<file path="src/rtl/wsts_ram.sv">
// Generic single-write, single-read RAM with registered read data.
// No dependencies.
`timescale 1ns / 1ps
`default_nettype none
module wsts_ram #(
	parameter int WIDTH = 8,
	parameter int DEPTH = 16,
	localparam int AW = (DEPTH > 1) ? $clog2(DEPTH) : 1
) (
	input  wire logic             clk,
	input  wire logic             we,
	input  wire logic [AW-1:0]    waddr,
	input  wire logic [WIDTH-1:0] wdata,
	input  wire logic [AW-1:0]    raddr,
	output logic      [WIDTH-1:0] rdata
);

	logic [WIDTH-1:0] mem_q [DEPTH];

	always_ff @(posedge clk) begin
		if (we) begin
			mem_q[waddr] <= wdata;
		end
		rdata <= mem_q[raddr];
	end

endmodule
`default_nettype wire

</file>
<file path="config.mk">
export PLATFORM = sky130hd
export DESIGN_NAME = wsts_ram
export DESIGN_NICKNAME = d
export VERILOG_FILES = /design/src/rtl/wsts_ram.sv
export SDC_FILE = /design/constraint.sdc
export NUM_CORES = 1
export LEC_CHECK = 0
export ABC_AREA = 1
export BUFFER_PORTS_ARGS = -buffer_cell sky130_fd_sc_hd__buf_2
export CAP_MARGIN = 40
export CORE_UTILIZATION = 30
export DETAILED_ROUTE_END_ITERATION = 12
export PLACE_DENSITY = 0.53
export SLEW_MARGIN = 20
export SYNTH_ARGS = -nofsm -noshare
export SYNTH_HDL_FRONTEND = slang
export SYNTH_SLANG_ARGS = --single-unit
export TNS_END_PERCENT = 20
</file>
<file path="constraint.sdc">
create_clock -name clk -period 1.6 [get_ports clk]
set_clock_uncertainty 0.1 [all_clocks]
set_input_delay 0.16 -clock clk [delete_from_list [all_inputs] [get_ports clk]]
set_output_delay 0.16 -clock clk [all_outputs]
set_load 0.03 [all_outputs]
</file>
-- After elaboration in Yosys (flattened, before gate mapping)
Memories as Yosys holds them, arrays and structs flattened. A register that Yosys moved wholly into a read port is not among the register bits.
Index checks and enable logic that the tools add are counted.
- muxes and demuxes: 2
- operators with widths (cell ; number):
    $mux 1 ; 2
- logic and storage cells: 3
- input port bits: 18
- register bits after elaboration: 0
- memories kept: 1
- RAM bits: 128
- output and inout port bits: 8
- memory list (memory ; words ; bits a word ; read ports ; clocked after Yosys merged registers in ; wr ports ; line ; text):
    mem_q ; 16 ; 8 ; 1 ; 1 ; 1 ; 18 ; logic [WIDTH-1:0] mem_q [DEPTH];

-- Depth between registers and ports, before layout
- word-level depth: 2
- gate-level depth with buffers: 8
- gate-level depth less buffers: 7

-- Worst setup path before layout
OpenSTA, ideal clock, no wires.
- path kind: input port to flip-flop
- start point: input waddr[2]
- end point: memory mem_q[10][0], enable pin
- setup slack: 0.389 ns
- data required time: 1.130 ns
- data arrival time: 0.741 ns
- stages on the path: 2
- path buffers: 0
- library setup time: 0.370 ns
- path through: nand3b_1 > nor2_1
- RTL lines (element ; line ; text):
    from (decl) ; 12 ; input wire logic [AW-1:0] waddr,
    to (decl) ; 18 ;
No word-level cell before the write port.

-- Worst setup path in the final report
- start point: register rdata[7] (read register of mem_q)
- end point: output rdata[7]
- RTL lines (element ; line ; text):
    from (decl) ; 15 ; output logic [WIDTH-1:0] rdata
No word-level cell between the ends.

==> tab_implementation.tex <==
\begin{tabular}{lr}
\hline
Metric & Value \\
\hline
\multicolumn{2}{l}{\textbf{Floorplanning}} \\
Floorplan Core Area & 18770 um\^{}2 \\
Count of pins on the block boundary & 26 \\
DIE WIDTH & 140.6 um \\
Full die area & approximately 20000 um\^{}2 \\
Effective utilization at floorplan & 0.3073 \\
Chip height & about 140 um \\
Number of placement rows & 50 \\
\multicolumn{2}{l}{\textbf{Synth}} \\
Simple-gate share of the synthesized area & 0.2105 \\
Mux share of post-synthesis cell area & 0 \\
Synthesized area & $\sim$5800 um\^{}2 \\
Number of nets in the synthesized netlist & 569 \\
Avg Synthesized Cell Area & 10.47 um\^{}2 \\
Post-Syn Instances & 551 \\
Compound-gate portion of the synthesized area & 0 \\
Seq/Total Area, Yosys & 0.6943 \\
Number of distinct library cells after synthesis & 12 \\
Post-synthesis register bit count & 136 \\
Main combinational cell family by area after synthesis & simple AND/OR/NAND/NOR gates \\
Post-synthesis xor/xnor area fraction & 0 \\
Share of synthesized cell area in full adder, half adder and majority cells & 0 \\
Number of warnings issued by yosys & 0 \\
\multicolumn{2}{l}{\textbf{GRT}} \\
Met1 layer usage reported by global route & 0.1842 \\
Met3 Track Usage GR & 0.03329 \\
Layer carrying the most global-route usage & met2 \\
Via count of the first global-routing pass & 3833 \\
Initial antenna violation count & 0 \\
Global-route wire length before repair & 21.09 mm \\
Gr ovfl total & 0 \\
Largest net degree at the start of global routing & 65 \\
GR Util met2 & 0.2446 \\
Overall routing resource usage & 0.1484 \\
\multicolumn{2}{l}{\textbf{Clock tree}} \\
Clock tree sinks & 136 \\
Number of clock buffers inserted by TritonCTS & 17 \\
CTS H-tree lvls & 4 \\
CTS tree & yes \\
Clock-pin slew reported for the worst setup and hold paths after clock tree synthesis & 0.05 ns \\
Maximum count of clock buffers along a single path & 2 \\
Clock latency on the worst-skew pair & between 0.4 and 0.5 ns \\
Clock root buffer & clkbuf\_16 \\
Post-CTS sizing & 0 \\
Postcts setup bufs & 0 \\
Quantity of hold-fixing buffers added after cts & 0 \\
\multicolumn{2}{l}{\textbf{Route}} \\
Detailed Route Iter0 Violations & 382 \\
DR vias & between 3000 and 4000 \\
Count of antenna-violating nets left after detailed routing & 0 \\
Final wirelength & 13.33 mm \\
Routed wire per std cell & 15.85 um \\
Vias per Instance & 4.432 \\
Pre-Repair DR Iteration Count & 5 \\
Number of design rule violations left after detail routing & 0 \\
\multicolumn{2}{l}{\textbf{Final layout}} \\
Most used cells in the layout excluding fill and tap cells & nand2\_1, edfxtp\_1, inv\_1 \\
Fraction of layout cells with a size suffix above 1 & 0.1318 \\
Area of the multi-input gates & 1214 um\^{}2 \\
Antenna diode count & 0 \\
Leading cell type in the layout, fill and taps excluded & nand2\_1 \\
Final net count & 612 \\
Non-Filler Instances & 841 \\
Register Area & 4004 um\^{}2 \\
Post-synthesis to final-layout area growth & 17.73\% \\
Filler Cells Inserted & between 1500 and 2000 \\
\multicolumn{2}{l}{\textbf{STA}} \\
Sum of negative setup slack & 0 ns \\
Hold Vio Cnt, Final & 0 \\
Highest clock frequency the design can meet & 783.6 MHz \\
Transition at the pin with the smallest max-transition slack & 0.4018 ns \\
Setup Viol. Count Final & 0 \\
Setup repair after global routing missed its margin & no \\
Share of the cycle needed by the critical path after routing & 0.7976 \\
Final-report max-slew violation count & 0 \\
Final-layout worst hold slack & 0.02447 ns \\
Max transition margin & 0.7321 \\
Final worst path period need & 1.276 ns \\
\multicolumn{2}{l}{\textbf{Worst setup path}} \\
Cell with the largest stage delay on the worst path & dfxtp\_1 \\
Crit path capture type & output port \\
Worst setup path startpoint & rdata[7]\$\_DFF\_P\_ \\
Crit path DAT & 1.02 ns \\
Buffering stage count on the worst path with inverters included & 1 \\
Beginning of the worst register-to-register path & mem\_q[7][3]\$\_DFFE\_PP\_ \\
CP top delay family & flip-flops \\
Critical path launch point type & register \\
Critical path start-end classification & reg2out \\
Crit path max fanout & 1 \\
Cell-by-cell listing of the critical path & buf\_2 \\
Slowest cell delay on critical path & 0.37 ns \\
Required time at the endpoint of the critical path & 1.34 ns \\
\multicolumn{2}{l}{\textbf{Pwr}} \\
Leakage & 0.002931 uW \\
Power per Cell Area & 1206 nW/um\^{}2 \\
Peak VDD IR & around 0.71 mV \\
\multicolumn{2}{l}{\textbf{Placed design}} \\
Detailed-placement wirelength estimate & 8.261 mm \\
Instance count after placement with tap cells included & $\sim$800 \\
Placer congestion estimate & 0.8061 \\
Number of I/O port buffers & 25 \\
\multicolumn{2}{l}{\textbf{Status}} \\
Status & finished, final reports clean \\
\multicolumn{2}{l}{\textbf{Worst hold path}} \\
Min-delay src & raddr[3] \\
Type of the worst min-delay path & in2reg \\
\multicolumn{2}{l}{\textbf{Flow run}} \\
Max capacitance violation total & 0 \\
\hline
\end{tabular}
-- cells in the mapped netlist --
library cell    n  share of area
buf_2          13          0.011
inv_1         100          0.065
buf_1           1        0.00065
buf_4           4         0.0052
dfxtp_1         8          0.028
nand3b_1        2         0.0026
buf_6           6          0.012
edfxtp_1      128           0.67
inv_2           2         0.0013
nand3_1        97          0.084
nand2_1       173           0.11
nor2_1         17          0.011
-- power by group --
part | switching [uW] | total, uW | leakage (uW) | internal, uW
Combinational | 385 | 537 | 0.00142 | 152
Sequential | 24.0 | 4010 | 0.00122 | 3980
Clock | 1370 | 3640 | 0.000282 | 2280
-- path summary, 6_finish.rpt --
path                      end  cells after the start  slack (ns)
max                  rdata[7]                      1        0.32
min          rdata[6]$_DFF_P_                      3        0.02
max reg2reg  rdata[3]$_DFF_P_                      6        0.42
min reg2reg  rdata[0]$_DFF_P_                      6        0.58
-- registers in the layout (all words and copies together), names as in the netlist --
name   cells
mem_q    128
rdata      8
-- area by class of cell --
cell class | count | share of cell area
Multi-Input combinational cell | 289 | 0.1788
Clock buffer | 23 | 0.07188
Timing Repair Buffer | 48 | 0.04939
Sequential cell | 136 | 0.5898
Tap cell | 234 | 0.04313
Clock inverter | 9 | 0.01069
Inverter | 102 | 0.05640
-- per-layer routing --
layer	up-vias	routed length, um
met4	0	245
met5	-	0
li1	1859	-
met3	20	499
met1	1763	5795
met2	85	6786
-- stage by stage --
step             util  setup slack, ns  instance area, um^2  power (uW)
6_report       0.3617           0.3238                 6789        8190
5_1_grt        0.3617           0.2947                 6789        8480
4_1_cts        0.3617           0.3186                 6789        8279
3_5_place_dp   0.3319           0.1944                 6228        4630
3_3_place_gp   0.3319           0.2042                 6228        4623
2_1_floorplan       -           0.3892                 5767        4404
-- logic make-up after synthesis --
kind of cell	Yosys count
buf+inv	126
flops	136
simple gates	289
Note: power is estimated with default switching activity, not from simulation.
